## config.mk

```make
export PLATFORM = sky130hd
export DESIGN_NAME = sha256_hash_flat
export DESIGN_NICKNAME = d
export VERILOG_FILES = /design/src/hdl/sha_pkg.sv /design/src/hdl/sha_if.sv /design/src/hdl/sha_ctrl.sv /design/src/hdl/sha_dp.sv /design/src/hdl/sha256_hash.sv /design/src/flat_wrapper.sv
export SDC_FILE = /design/constraint.sdc
export NUM_CORES = 2
export LEC_CHECK = 0
export BUFFER_PORTS_ARGS = -buffer_cell sky130_fd_sc_hd__buf_2
export CORE_MARGIN = 4
export CORE_UTILIZATION = 50
export CTS_CLUSTER_SIZE = 24
export DETAILED_ROUTE_END_ITERATION = 12
export PLACE_DENSITY = 0.76
export SLEW_MARGIN = 20
export SYNTH_ARGS = -nofsm -noshare
export SYNTH_HDL_FRONTEND = slang
export SYNTH_HIERARCHICAL = 1
export SYNTH_SLANG_ARGS = --single-unit
```

## constraint.sdc

```tcl
create_clock -name clk -period 22.9 [get_ports clk]
set_input_delay 1.145 -clock clk [delete_from_list [all_inputs] [get_ports clk]]
set_output_delay 1.145 -clock clk [all_outputs]
set_load 0.01 [all_outputs]
```

## src/hdl/sha_pkg.sv

```systemverilog
// ----------------------------------------------------------------------------
// sha_pkg
// Constants, command types and round constants for the SHA-256 hasher.
// ----------------------------------------------------------------------------
package sha_pkg;

  localparam int BYTE_W  = 8;
  localparam int WORD_W  = 32;
  localparam int LEN_W   = 64;
  localparam int CNT_W   = 6;   // byte position inside a 64-byte block
  localparam int RND_W   = 6;   // round number 0..63
  localparam int IDX_W   = 3;   // digest word / length byte index

  localparam logic [BYTE_W-1:0] PAD_MARK  = 8'h80;
  localparam logic [CNT_W-1:0]  LEN_POS   = 6'd56;
  localparam logic [CNT_W-1:0]  LAST_POS  = 6'd63;
  localparam logic [RND_W-1:0]  LAST_RND  = 6'd63;
  localparam logic [IDX_W-1:0]  LAST_WORD = 3'd7;

  localparam logic [WORD_W-1:0] INIT_HASH [8] = '{
    32'h6a09e667, 32'hbb67ae85, 32'h3c6ef372, 32'ha54ff53a,
    32'h510e527f, 32'h9b05688c, 32'h1f83d9ab, 32'h5be0cd19
  };

  localparam logic [WORD_W-1:0] ROUND_K [64] = '{
    32'h428a2f98, 32'h71374491, 32'hb5c0fbcf, 32'he9b5dba5,
    32'h3956c25b, 32'h59f111f1, 32'h923f82a4, 32'hab1c5ed5,
    32'hd807aa98, 32'h12835b01, 32'h243185be, 32'h550c7dc3,
    32'h72be5d74, 32'h80deb1fe, 32'h9bdc06a7, 32'hc19bf174,
    32'he49b69c1, 32'hefbe4786, 32'h0fc19dc6, 32'h240ca1cc,
    32'h2de92c6f, 32'h4a7484aa, 32'h5cb0a9dc, 32'h76f988da,
    32'h983e5152, 32'ha831c66d, 32'hb00327c8, 32'hbf597fc7,
    32'hc6e00bf3, 32'hd5a79147, 32'h06ca6351, 32'h14292967,
    32'h27b70a85, 32'h2e1b2138, 32'h4d2c6dfc, 32'h53380d13,
    32'h650a7354, 32'h766a0abb, 32'h81c2c92e, 32'h92722c85,
    32'ha2bfe8a1, 32'ha81a664b, 32'hc24b8b70, 32'hc76c51a3,
    32'hd192e819, 32'hd6990624, 32'hf40e3585, 32'h106aa070,
    32'h19a4c116, 32'h1e376c08, 32'h2748774c, 32'h34b0bcb5,
    32'h391c0cb3, 32'h4ed8aa4a, 32'h5b9cca4f, 32'h682e6ff3,
    32'h748f82ee, 32'h78a5636f, 32'h84c87814, 32'h8cc70208,
    32'h90befffa, 32'ha4506ceb, 32'hbef9a3f7, 32'hc67178f2
  };

  // Source of the byte shifted into the message window.
  typedef enum logic [1:0] {
    BYTE_IN,
    BYTE_MARK,
    BYTE_ZERO,
    BYTE_LEN
  } byte_sel_t;

  // Controller to datapath command bundle.
  typedef struct packed {
    logic             shift_byte;
    byte_sel_t        byte_sel;
    logic [IDX_W-1:0] len_idx;
    logic             add_len;
    logic             load_work;
    logic             round;
    logic [RND_W-1:0] rnd;
    logic             chain_add;
    logic             chain_init;
    logic             load_out;
    logic [IDX_W-1:0] out_idx;
  } dp_cmd_t;

endpackage

```

## src/hdl/sha_if.sv

```systemverilog
// ----------------------------------------------------------------------------
// sha_in_if / sha_out_if
// Valid/ready channels for message items and digest words.
// ----------------------------------------------------------------------------
interface sha_in_if;
  logic       valid;
  logic       ready;
  logic [7:0] data_byte;
  logic       byte_present;
  logic       message_end;

  modport source (output valid, output data_byte, output byte_present,
                  output message_end, input ready);
  modport sink   (input valid, input data_byte, input byte_present,
                  input message_end, output ready);
endinterface

interface sha_out_if;
  logic        valid;
  logic        ready;
  logic [31:0] digest_word;
  logic [2:0]  word_index;
  logic        digest_last;

  modport source (output valid, output digest_word, output word_index,
                  output digest_last, input ready);
  modport sink   (input valid, input digest_word, input word_index,
                  input digest_last, output ready);
endinterface

```

## src/hdl/sha_ctrl.sv

```systemverilog
// ----------------------------------------------------------------------------
// sha_ctrl
// Sequencer: byte intake, padding, round count and digest emission.
// ----------------------------------------------------------------------------
module sha_ctrl (
  input  logic             clk,
  input  logic             rst_n,
  input  logic             in_valid,
  input  logic             byte_present,
  input  logic             message_end,
  output logic             in_ready,
  output logic             out_valid,
  input  logic             out_ready,
  output sha_pkg::dp_cmd_t cmd
);

  typedef enum logic [2:0] {
    S_IDLE,
    S_MARK,
    S_ZERO,
    S_LEN,
    S_ROUND,
    S_CHAIN,
    S_EMIT
  } state_t;

  // where to go once a block compression is done
  typedef enum logic [1:0] {
    RET_IDLE,
    RET_MARK,
    RET_ZERO,
    RET_EMIT
  } ret_t;

  state_t                     state_r, state_nxt;
  ret_t                       ret_r, ret_nxt;
  logic [sha_pkg::CNT_W-1:0]  cnt_r, cnt_nxt;
  logic [sha_pkg::RND_W-1:0]  rnd_r, rnd_nxt;
  logic [sha_pkg::IDX_W-1:0]  len_r, len_nxt;
  logic [sha_pkg::IDX_W-1:0]  emit_r, emit_nxt;
  logic                       out_valid_r, out_valid_nxt;
  logic                       wrap;

  assign wrap      = (cnt_r == sha_pkg::LAST_POS);
  assign in_ready  = (state_r == S_IDLE);
  assign out_valid = out_valid_r;

  always_comb begin
    state_nxt     = state_r;
    ret_nxt       = ret_r;
    cnt_nxt       = cnt_r;
    rnd_nxt       = rnd_r;
    len_nxt       = len_r;
    emit_nxt      = emit_r;
    out_valid_nxt = out_valid_r && !out_ready;

    cmd.shift_byte = 1'b0;
    cmd.byte_sel   = sha_pkg::BYTE_IN;
    cmd.len_idx    = len_r;
    cmd.add_len    = 1'b0;
    cmd.load_work  = 1'b0;
    cmd.round      = 1'b0;
    cmd.rnd        = rnd_r;
    cmd.chain_add  = 1'b0;
    cmd.chain_init = 1'b0;
    cmd.load_out   = 1'b0;
    cmd.out_idx    = emit_r;

    unique case (state_r)
      S_IDLE: begin
        if (in_valid) begin
          if (byte_present) begin
            cmd.shift_byte = 1'b1;
            cmd.byte_sel   = sha_pkg::BYTE_IN;
            cmd.add_len    = 1'b1;
            cnt_nxt        = cnt_r + 6'd1;
            if (wrap) begin
              cmd.load_work = 1'b1;
              rnd_nxt       = '0;
              state_nxt     = S_ROUND;
              ret_nxt       = message_end ? RET_MARK : RET_IDLE;
            end else if (message_end) begin
              state_nxt = S_MARK;
            end
          end else if (message_end) begin
            state_nxt = S_MARK;
          end
        end
      end
      S_MARK: begin
        cmd.shift_byte = 1'b1;
        cmd.byte_sel   = sha_pkg::BYTE_MARK;
        cnt_nxt        = cnt_r + 6'd1;
        if (wrap) begin
          cmd.load_work = 1'b1;
          rnd_nxt       = '0;
          state_nxt     = S_ROUND;
          ret_nxt       = RET_ZERO;
        end else begin
          state_nxt = S_ZERO;
        end
      end
      S_ZERO: begin
        if (cnt_r == sha_pkg::LEN_POS) begin
          len_nxt   = '0;
          state_nxt = S_LEN;
        end else begin
          cmd.shift_byte = 1'b1;
          cmd.byte_sel   = sha_pkg::BYTE_ZERO;
          cnt_nxt        = cnt_r + 6'd1;
          if (wrap) begin
            cmd.load_work = 1'b1;
            rnd_nxt       = '0;
            state_nxt     = S_ROUND;
            ret_nxt       = RET_ZERO;
          end
        end
      end
      S_LEN: begin
        // length bytes, most significant first; the eighth one fills the block
        cmd.shift_byte = 1'b1;
        cmd.byte_sel   = sha_pkg::BYTE_LEN;
        cnt_nxt        = cnt_r + 6'd1;
        len_nxt        = len_r + 3'd1;
        if (wrap) begin
          cmd.load_work = 1'b1;
          rnd_nxt       = '0;
          state_nxt     = S_ROUND;
          ret_nxt       = RET_EMIT;
        end
      end
      S_ROUND: begin
        cmd.round = 1'b1;
        rnd_nxt   = rnd_r + 6'd1;
        if (rnd_r == sha_pkg::LAST_RND) begin
          state_nxt = S_CHAIN;
        end
      end
      S_CHAIN: begin
        cmd.chain_add = 1'b1;
        unique case (ret_r)
          RET_IDLE: state_nxt = S_IDLE;
          RET_MARK: state_nxt = S_MARK;
          RET_ZERO: state_nxt = S_ZERO;
          RET_EMIT: begin
            emit_nxt  = '0;
            state_nxt = S_EMIT;
          end
          default: state_nxt = S_IDLE;
        endcase
      end
      S_EMIT: begin
        if (!out_valid_r || out_ready) begin
          cmd.load_out  = 1'b1;
          out_valid_nxt = 1'b1;
          emit_nxt      = emit_r + 3'd1;
          if (emit_r == sha_pkg::LAST_WORD) begin
            // the last word is latched this cycle, so the chain can restart
            cmd.chain_init = 1'b1;
            state_nxt      = S_IDLE;
          end
        end
      end
      default: state_nxt = S_IDLE;
    endcase
  end

  always_ff @(posedge clk) begin
    if (!rst_n) begin
      state_r     <= S_IDLE;
      ret_r       <= RET_IDLE;
      cnt_r       <= '0;
      rnd_r       <= '0;
      len_r       <= '0;
      emit_r      <= '0;
      out_valid_r <= 1'b0;
    end else begin
      state_r     <= state_nxt;
      ret_r       <= ret_nxt;
      cnt_r       <= cnt_nxt;
      rnd_r       <= rnd_nxt;
      len_r       <= len_nxt;
      emit_r      <= emit_nxt;
      out_valid_r <= out_valid_nxt;
    end
  end

endmodule

```

## src/hdl/sha_dp.sv

```systemverilog
// ----------------------------------------------------------------------------
// sha_dp
// Datapath: message window, round unit, chaining words, length and output.
// ----------------------------------------------------------------------------
module sha_dp (
  input  logic                       clk,
  input  logic                       rst_n,
  input  sha_pkg::dp_cmd_t           cmd,
  input  logic [sha_pkg::BYTE_W-1:0] data_byte,
  output logic [sha_pkg::WORD_W-1:0] digest_word,
  output logic [sha_pkg::IDX_W-1:0]  word_index,
  output logic                       digest_last
);

  localparam int WIN_W = 16 * sha_pkg::WORD_W;

  function automatic logic [31:0] rotr(input logic [31:0] x, input int n);
    rotr = (x >> n) | (x << (32 - n));
  endfunction

  // Window of 16 words, oldest word in the top bits. Bytes and schedule
  // words both shift in at the bottom.
  logic [WIN_W-1:0]          win_r;
  logic [sha_pkg::WORD_W-1:0] work_r [8];
  logic [sha_pkg::WORD_W-1:0] chain_r [8];
  logic [sha_pkg::LEN_W-1:0]  bitlen_r;
  logic [sha_pkg::WORD_W-1:0] out_word_r;
  logic [sha_pkg::IDX_W-1:0]  out_idx_r;
  logic                       out_last_r;

  logic [sha_pkg::BYTE_W-1:0] byte_mux;
  logic [sha_pkg::WORD_W-1:0] w0, w1, w9, w14, w_new;
  logic [sha_pkg::WORD_W-1:0] s0, s1, ch, mj, t1, t2;

  assign w0  = win_r[WIN_W-1 -: 32];
  assign w1  = win_r[WIN_W-33 -: 32];
  assign w9  = win_r[WIN_W-1-9*32 -: 32];
  assign w14 = win_r[WIN_W-1-14*32 -: 32];

  always_comb begin
    unique case (cmd.byte_sel)
      sha_pkg::BYTE_IN:   byte_mux = data_byte;
      sha_pkg::BYTE_MARK: byte_mux = sha_pkg::PAD_MARK;
      sha_pkg::BYTE_ZERO: byte_mux = '0;
      sha_pkg::BYTE_LEN:  byte_mux = bitlen_r[{~cmd.len_idx, 3'b000} +: 8];
      default:            byte_mux = '0;
    endcase
  end

  always_comb begin
    w_new = (rotr(w14, 17) ^ rotr(w14, 19) ^ (w14 >> 10)) + w9
          + (rotr(w1, 7) ^ rotr(w1, 18) ^ (w1 >> 3)) + w0;
    s1 = rotr(work_r[4], 6) ^ rotr(work_r[4], 11) ^ rotr(work_r[4], 25);
    ch = (work_r[4] & work_r[5]) ^ (~work_r[4] & work_r[6]);
    t1 = work_r[7] + s1 + ch + sha_pkg::ROUND_K[cmd.rnd] + w0;
    s0 = rotr(work_r[0], 2) ^ rotr(work_r[0], 13) ^ rotr(work_r[0], 22);
    mj = (work_r[0] & work_r[1]) ^ (work_r[0] & work_r[2]) ^ (work_r[1] & work_r[2]);
    t2 = s0 + mj;
  end

  always_ff @(posedge clk) begin
    if (!rst_n) begin
      for (int j = 0; j < 8; j++) begin
        chain_r[j] <= sha_pkg::INIT_HASH[j];
        work_r[j]  <= '0;
      end
      bitlen_r <= '0;
    end else begin
      if (cmd.load_work) begin
        for (int j = 0; j < 8; j++) work_r[j] <= chain_r[j];
      end else if (cmd.round) begin
        work_r[7] <= work_r[6];
        work_r[6] <= work_r[5];
        work_r[5] <= work_r[4];
        work_r[4] <= work_r[3] + t1;
        work_r[3] <= work_r[2];
        work_r[2] <= work_r[1];
        work_r[1] <= work_r[0];
        work_r[0] <= t1 + t2;
      end
      if (cmd.chain_init) begin
        for (int j = 0; j < 8; j++) chain_r[j] <= sha_pkg::INIT_HASH[j];
      end else if (cmd.chain_add) begin
        for (int j = 0; j < 8; j++) chain_r[j] <= chain_r[j] + work_r[j];
      end
      if (cmd.chain_init) begin
        bitlen_r <= '0;
      end else if (cmd.add_len) begin
        bitlen_r <= bitlen_r + 64'd8;
      end
    end
  end

  always_ff @(posedge clk) begin
    if (cmd.shift_byte) begin
      win_r <= {win_r[WIN_W-9:0], byte_mux};
    end else if (cmd.round) begin
      win_r <= {win_r[WIN_W-33:0], w_new};
    end
    if (cmd.load_out) begin
      out_word_r <= chain_r[cmd.out_idx];
      out_idx_r  <= cmd.out_idx;
      out_last_r <= (cmd.out_idx == sha_pkg::LAST_WORD);
    end
  end

  assign digest_word = out_word_r;
  assign word_index  = out_idx_r;
  assign digest_last = out_last_r;

endmodule

```

## src/hdl/sha256_hash.sv

```systemverilog
// ----------------------------------------------------------------------------
// sha256_hash
// SHA-256 hasher fed one message byte per item, emitting eight digest words.
// ----------------------------------------------------------------------------
// A byte that does not fill a block is taken and in_ready stays high. The
// byte that fills a 64-byte block starts a compression: the single round
// unit runs the 64 rounds, then the result is folded into the chaining
// words, and in_ready stays low until that is done. An item with
// message_end starts padding, which shifts in the pad bytes (0x80, zeros
// up to byte 56, then eight length bytes) and compresses one or two final
// blocks while in_ready stays low. The eight digest words then leave one
// per cycle while the sink is ready, H0 first, digest_last on the eighth;
// new items are taken once the last word is in the output register.
// ----------------------------------------------------------------------------
module sha256_hash (
  input  logic  clk,
  input  logic  rst_n,
  sha_in_if.sink    in_ch,
  sha_out_if.source out_ch
);

  sha_pkg::dp_cmd_t cmd;

  sha_ctrl u_ctrl (
    .clk          (clk),
    .rst_n        (rst_n),
    .in_valid     (in_ch.valid),
    .byte_present (in_ch.byte_present),
    .message_end  (in_ch.message_end),
    .in_ready     (in_ch.ready),
    .out_valid    (out_ch.valid),
    .out_ready    (out_ch.ready),
    .cmd          (cmd)
  );

  sha_dp u_dp (
    .clk         (clk),
    .rst_n       (rst_n),
    .cmd         (cmd),
    .data_byte   (in_ch.data_byte),
    .digest_word (out_ch.digest_word),
    .word_index  (out_ch.word_index),
    .digest_last (out_ch.digest_last)
  );

endmodule

```

## src/flat_wrapper.sv

```systemverilog
// flat-port wrapper written by rule: the top's interface ports become plain ports
module sha256_hash_flat 
  (clk, rst_n, in_ch_valid, in_ch_data_byte, in_ch_byte_present, in_ch_message_end, in_ch_ready, out_ch_valid, out_ch_digest_word, out_ch_word_index, out_ch_digest_last, out_ch_ready);
  sha_in_if in_ch_i ();
  sha_out_if out_ch_i ();
  input  logic clk;
  input  logic rst_n;
  input wire logic [$bits(in_ch_i.valid)-1:0] in_ch_valid;
  input wire logic [$bits(in_ch_i.data_byte)-1:0] in_ch_data_byte;
  input wire logic [$bits(in_ch_i.byte_present)-1:0] in_ch_byte_present;
  input wire logic [$bits(in_ch_i.message_end)-1:0] in_ch_message_end;
  output wire logic [$bits(in_ch_i.ready)-1:0] in_ch_ready;
  output wire logic [$bits(out_ch_i.valid)-1:0] out_ch_valid;
  output wire logic [$bits(out_ch_i.digest_word)-1:0] out_ch_digest_word;
  output wire logic [$bits(out_ch_i.word_index)-1:0] out_ch_word_index;
  output wire logic [$bits(out_ch_i.digest_last)-1:0] out_ch_digest_last;
  input wire logic [$bits(out_ch_i.ready)-1:0] out_ch_ready;
  assign in_ch_i.valid = in_ch_valid;
  assign in_ch_i.data_byte = in_ch_data_byte;
  assign in_ch_i.byte_present = in_ch_byte_present;
  assign in_ch_i.message_end = in_ch_message_end;
  assign in_ch_ready = in_ch_i.ready;
  assign out_ch_valid = out_ch_i.valid;
  assign out_ch_digest_word = out_ch_i.digest_word;
  assign out_ch_word_index = out_ch_i.word_index;
  assign out_ch_digest_last = out_ch_i.digest_last;
  assign out_ch_i.ready = out_ch_ready;
  sha256_hash u_core (.clk(clk), .rst_n(rst_n), .in_ch(in_ch_i), .out_ch(out_ch_i));
endmodule
```

After elaboration in Yosys (flattened, before gate mapping)
Memory sizes are Yosys's and may differ from the RTL's. A register that Yosys moved wholly into a read port is not among the register bits.
Index checks and enable logic that the tools add are counted.

cells by class
  bitwise operators = 62
  $lt $le $gt $ge = 1
  reduce and logical (&&, ||, !) cells = 21
  mux-type cells = 103
  eq/ne operators = 26
  add/sub/neg operators = 23
  shift operators = 1

operators with widths
  kind                                            count
  two-way mux 32 bit                              34
  two-way mux 512 bit                             2
  adder 32 bit                                    18
  XOR 32 bit                                      9
  bitwise AND 32 bit                              5
  adder 64 x 4 -> 64 bit (second input constant)  1
  variable part select 64 x 7 -> 8 bit            1
  two-way mux 3 bit                               16
  two-way mux 6 bit                               7
  inverter 32 bit                                 1
  OR 1 bit                                        32
  OR 10 x 32 -> 32 bit                            1
  OR 13 x 32 -> 32 bit                            1
  OR 14 x 32 -> 32 bit                            1
  OR 15 x 32 -> 32 bit                            1
  OR 19 x 32 -> 32 bit                            1
  OR 21 x 32 -> 32 bit                            1
  OR 25 x 32 -> 32 bit                            1
  OR 26 x 32 -> 32 bit                            1
  OR 30 x 32 -> 32 bit                            1
  OR 7 x 32 -> 32 bit                             1
  case mux 8 bit (4 select lines)                 1
  XOR 32 x 22 -> 32 bit                           1
  XOR 32 x 29 -> 32 bit                           1
  other kinds (36)                                98

word-level totals
  memories kept = 3
  RAM bits = 512
  flip-flop bits (word level) = 604
  logic and storage cells = 251
  output and inout bits = 38
  bits of input ports = 14
  memory bits (read-only) = 2048

memory list
  name                 words  width  read ports  clocked after Yosys merged registers in  write ports  RTL line      RTL
  (name not given)     64     32     1           0                                        0            sha_dp.sv:55  t1 = work_r[7] + s1 + ch + sha_pkg::ROUND_K[cmd.rnd] + w0;
  u_core.u_dp.chain_r  8      32     9           1                                        8            sha_dp.sv:25  logic [sha_pkg::WORD_W-1:0] chain_r [8];
  u_core.u_dp.work_r   8      32     8           0                                        8            sha_dp.sv:24  logic [sha_pkg::WORD_W-1:0] work_r [8];

Longest topological paths before layout
  depth after elaboration = 10
  mapped depth = 40
  gate-level depth less buffers = 39

Modules after synthesis
Netlist, hierarchy kept.

modules (own cells, without submodules)
  module    seq. area each (um^2)  times used  cells an instance  area an instance (um^2)
  sha_dp    32090.8                1           6728               74250.0
  sha_ctrl  480.5                  1           154                1328.8

Worst setup path after synthesis
OpenSTA, ideal clock, no wires.

  kind = input -> register
  from = input port in_ch_valid
  to = register u_core.u_dp.win_r[0] (enable)
  required time = 22233 ps
  setup time = 667 ps
  arrival time = 8771 ps
  stages on the path = 7
  setup slack = 13462 ps
  buffers on the path = 4
  cell sequence = a211oi_4 > a311oi_2 > clkbuf_1 > clkbuf_1 > clkbuf_1 > clkbuf_1 > or2_2

RTL lines
  what                    RTL line           RTL
  start: declaration      flat_wrapper.sv:8  input wire logic [$bits(in_ch_i.valid)-1:0] in_ch_valid;
  end signal: assignment  sha_dp.sv:96       win_r <= {win_r[WIN_W-9:0], byte_mux};
  end signal: assignment  sha_dp.sv:98       win_r <= {win_r[WIN_W-33:0], w_new};
  end: declaration        sha_dp.sv:23       logic [WIN_W-1:0] win_r;

==> results_dict.tcl <==
set metrics [dict create \
    fmax_ghz 0.107 \
    violations "design-rule violations" \
    layout.cells.non_filler 8904 \
    ctsResizeCount 0 \
    avgSynthCellArea_um2 11.0 \
    yosys.area_share.xor_xnor 0.0725 \
    drv_cap 0 \
    drc 2 \
    grt.busiest_layer "met2" \
    gp_congestion 0.951 \
    routedWlPerCell_um 24.5 \
    synthCells 6882 \
    r2r_slack_ps 13550 \
    dominantRegCellSynth "edfxtp_1" \
    clockRootBuffer "clkbuf_16" \
    wirelength_um 218000 \
    slew_viol_final 0 \
    fp.dieH_um 397 \
    drtPass1Iterations 10 \
    synthMuxAreaShare 0.113 \
    hp-class "reg2reg" \
    routed_via_density 6.19 \
    dieArea_mm2 0.157 \
    numClockSinks 1145 \
    grt_setup_unrepaired "false" \
    drt_iter0_markers 6151 \
    synth_fp_nets 7484 \
    placed_cell_area_mm2 0.0776 \
    ys_types 103 \
    numPortBuffers 51 \
    clock_path_buffers 3 \
    mostFrequentLayoutCells "964 x edfxtp_1, 572 x nand2_1, 510 x mux2_2" \
    cp_max_fo 16 \
    yosys.area_share.simple 0.0978 \
    gr-total-overflow 0 \
    start_kind "flip-flop" \
    ios 52 \
    power.leakage_nw 30.6 \
    p_sw_mw 4.11 \
    post_cts_buffers 0 \
    grt_pass1_vias 52400 \
    synth_edf_count 964 \
    cts_buffers 120 \
    finalHoldViolations 0 \
    synth-seq-cells 1145 \
    grt_antenna_before_repair 4 \
    fin_tns_setup_ps 0 \
    cts_tree "built" \
    p_total_mw 10.2 \
    grt_max_degree 100 \
    pwr-share-clk 0.205 \
    worst_pin_slew_ps 1130 \
    gr-usage-met3 0.0459 \
    clock_latency_ps 770 \
    cp_slowest_cell "ha_1" \
    p_seq_frac 0.286 \
    layout_commonest_cell "edfxtp_1" \
    drive_gt1_frac 0.138 \
    initial_core_util 0.504 \
    timing.final.crit_share 0.408 \
    place_inst 8675 \
    grt_usage 0.269 \
    switching_share 0.403 \
    placementRows 142 \
    grt_util_met2 0.419 \
    grt_pass1_wl_um 326000 \
    htreeDepth 3 \
    stdcell_area_mm2 0.0819 \
    area_delta_synth_final_pct 8.34 \
    cts_hold_buffers 0 \
    critPathMaxStageDelay_ps 890 \
    seq_area_frac_synth 0.431 \
    synth_top_family_by_area "compound AO/OA/AOI/OAI gates" \
    synth_area_mm2 0.0756 \
    ys_warn_count 6 \
    final.setup_skew_ps 65.0 \
    nFillCells 12700 \
    path_class "reg2reg" \
    combinationalPowerShare 0.509 \
    synth_compound_area_frac 0.131 \
    crit_arrival_ps 9860 \
    dp_slack_ps 13770 \
    post-route-util 0.546 \
    ys_async_sr_fraction 0 \
    worst_ep_required_time_ps 23410 \
    holdWs_ps 516 \
    die_w_um 397 \
    setup_violations 0 \
    max-slew-margin-rel 0.248 \
    synth_fa_ha_area_frac 0.120 \
    power_density_mw_per_mm2 124 \
    grtUsageMet1 0.374 \
    ant_nets 0 \
    ir_worst_vdd_mv 0.156 \
    clkTransAtPathRegs_ps 60 \
    status "finished, violations left" \
    vias 55100 \
    dp_hpwl_um 161000 \
    crit_path_end_kind "flip-flop" \
    p_int_mw 6.08 \
    final_nets 7383 \
    fin_ws_ps 13550 \
    period_needed_ps 9350 \
    core_mm2 0.150 \
]
## power by group through the flow
stage / logic (mW) / clock network (mW) / registers, mW
3_5_place_dp: 5.06 / 0 / 2.95
4_1_cts: 5.11 / 2.12 / 2.91
2_1_floorplan: 3.88 / 0 / 2.85
3_3_place_gp: 4.99 / 0 / 2.94
6_report: 5.18 / 2.09 / 2.91
5_1_grt: 5.67 / 2.21 / 2.94
## layout make-up
type	count	area, µm²	share of cell area
Tap cell	2016	2520	0.0308
Antenna cell	2	5.00	0.0000611
Sequential cell	1145	32600	0.398
Timing Repair Buffer	108	719	0.00879
Clock inverter	71	955	0.0117
Clock buffer	156	3270	0.0399
Inverter	373	1400	0.0171
Multi-Input combinational cell	5033	40400	0.494
## worst paths after layout
path                                         start                                 endpoint  cells past startpoint
max            u_core/u_ctrl/rnd_r[1]$_SDFFE_PN0P_  u_core/u_dp/work_r[0][31]$_SDFFCE_PN0P_                     32
min          u_core/u_dp/bitlen_r[31]$_SDFFE_PP0P_    u_core/u_dp/bitlen_r[31]$_SDFFE_PP0P_                      2
max reg2reg    u_core/u_ctrl/rnd_r[1]$_SDFFE_PN0P_  u_core/u_dp/work_r[0][31]$_SDFFCE_PN0P_                     32
min reg2reg  u_core/u_dp/bitlen_r[31]$_SDFFE_PP0P_    u_core/u_dp/bitlen_r[31]$_SDFFE_PP0P_                      2
## sequential cells by signal, summed over array words and instances, names as in the netlist
signal and flops:
u_core/u_dp/bitlen_r 61, u_core/u_ctrl/len_r 3, u_core/u_ctrl/emit_r 3, u_core/u_dp/chain_r 256
u_core/u_ctrl/ret_r 2, u_core/u_dp/digest_last 1, u_core/u_ctrl/cnt_r 6, u_core/u_dp/digest_word 32
u_core/u_ctrl/rnd_r 6, u_core/u_dp/win_r 512, u_core/u_dp/word_index 3, u_core/u_ctrl/state_r 3
u_core/u_ctrl/out_valid 1, u_core/u_dp/work_r 256
## routing by layer
layer | wire length [µm] | vias up
li1 | - | 24800
met1 | 90100 | 27200
met2 | 98600 | 2649
met3 | 19400 | 442
met4 | 9970 | 2
met5 | 13 | -
## critical path, delay by kind of cell, from the launching register on
family,cells,cell delay (ps)
compound gates,11,2930
xor+xnor,2,300
fa+ha+maj,6,2940
buf+inv,3,450
flops,1,330
simple gates,10,2130
## Yosys cell counts, drive strengths merged (51+ instances only)
library cell | number | area [µm²]
a211oi | 51 | 405
a21o | 152 | 1140
a21oi | 355 | 1780
a22o | 135 | 1180
and2 | 92 | 576
and3 | 53 | 332
buf | 51 | 198
clkbuf | 280 | 1050
dfxtp | 181 | 3620
edfxtp | 964 | 28900
fa | 195 | 3900
ha | 393 | 4920
inv | 371 | 1390
mux2 | 510 | 5740
mux2i | 92 | 921
mux4 | 82 | 1850
nand2 | 573 | 2150
nand2b | 88 | 551
nand3 | 87 | 440
nor2 | 392 | 1470
nor2b | 66 | 420
nor3 | 90 | 455
o21a | 68 | 510
o21ai | 439 | 2200
xnor2 | 364 | 3190
xor2 | 262 | 2290
## logic make-up (layout without fill, tap and decap cells)
logic type / after synthesis / in the layout
compound gates: 1531 / 1531
xor+xnor: 626 / 626
fa+ha+maj: 611 / 611
buf+inv: 704 / 708
flops: 1145 / 1145
mux: 684 / 684
other cells: 0 / 2
simple gates: 1581 / 1581
Note: power is estimated with default switching activity, not from simulation.
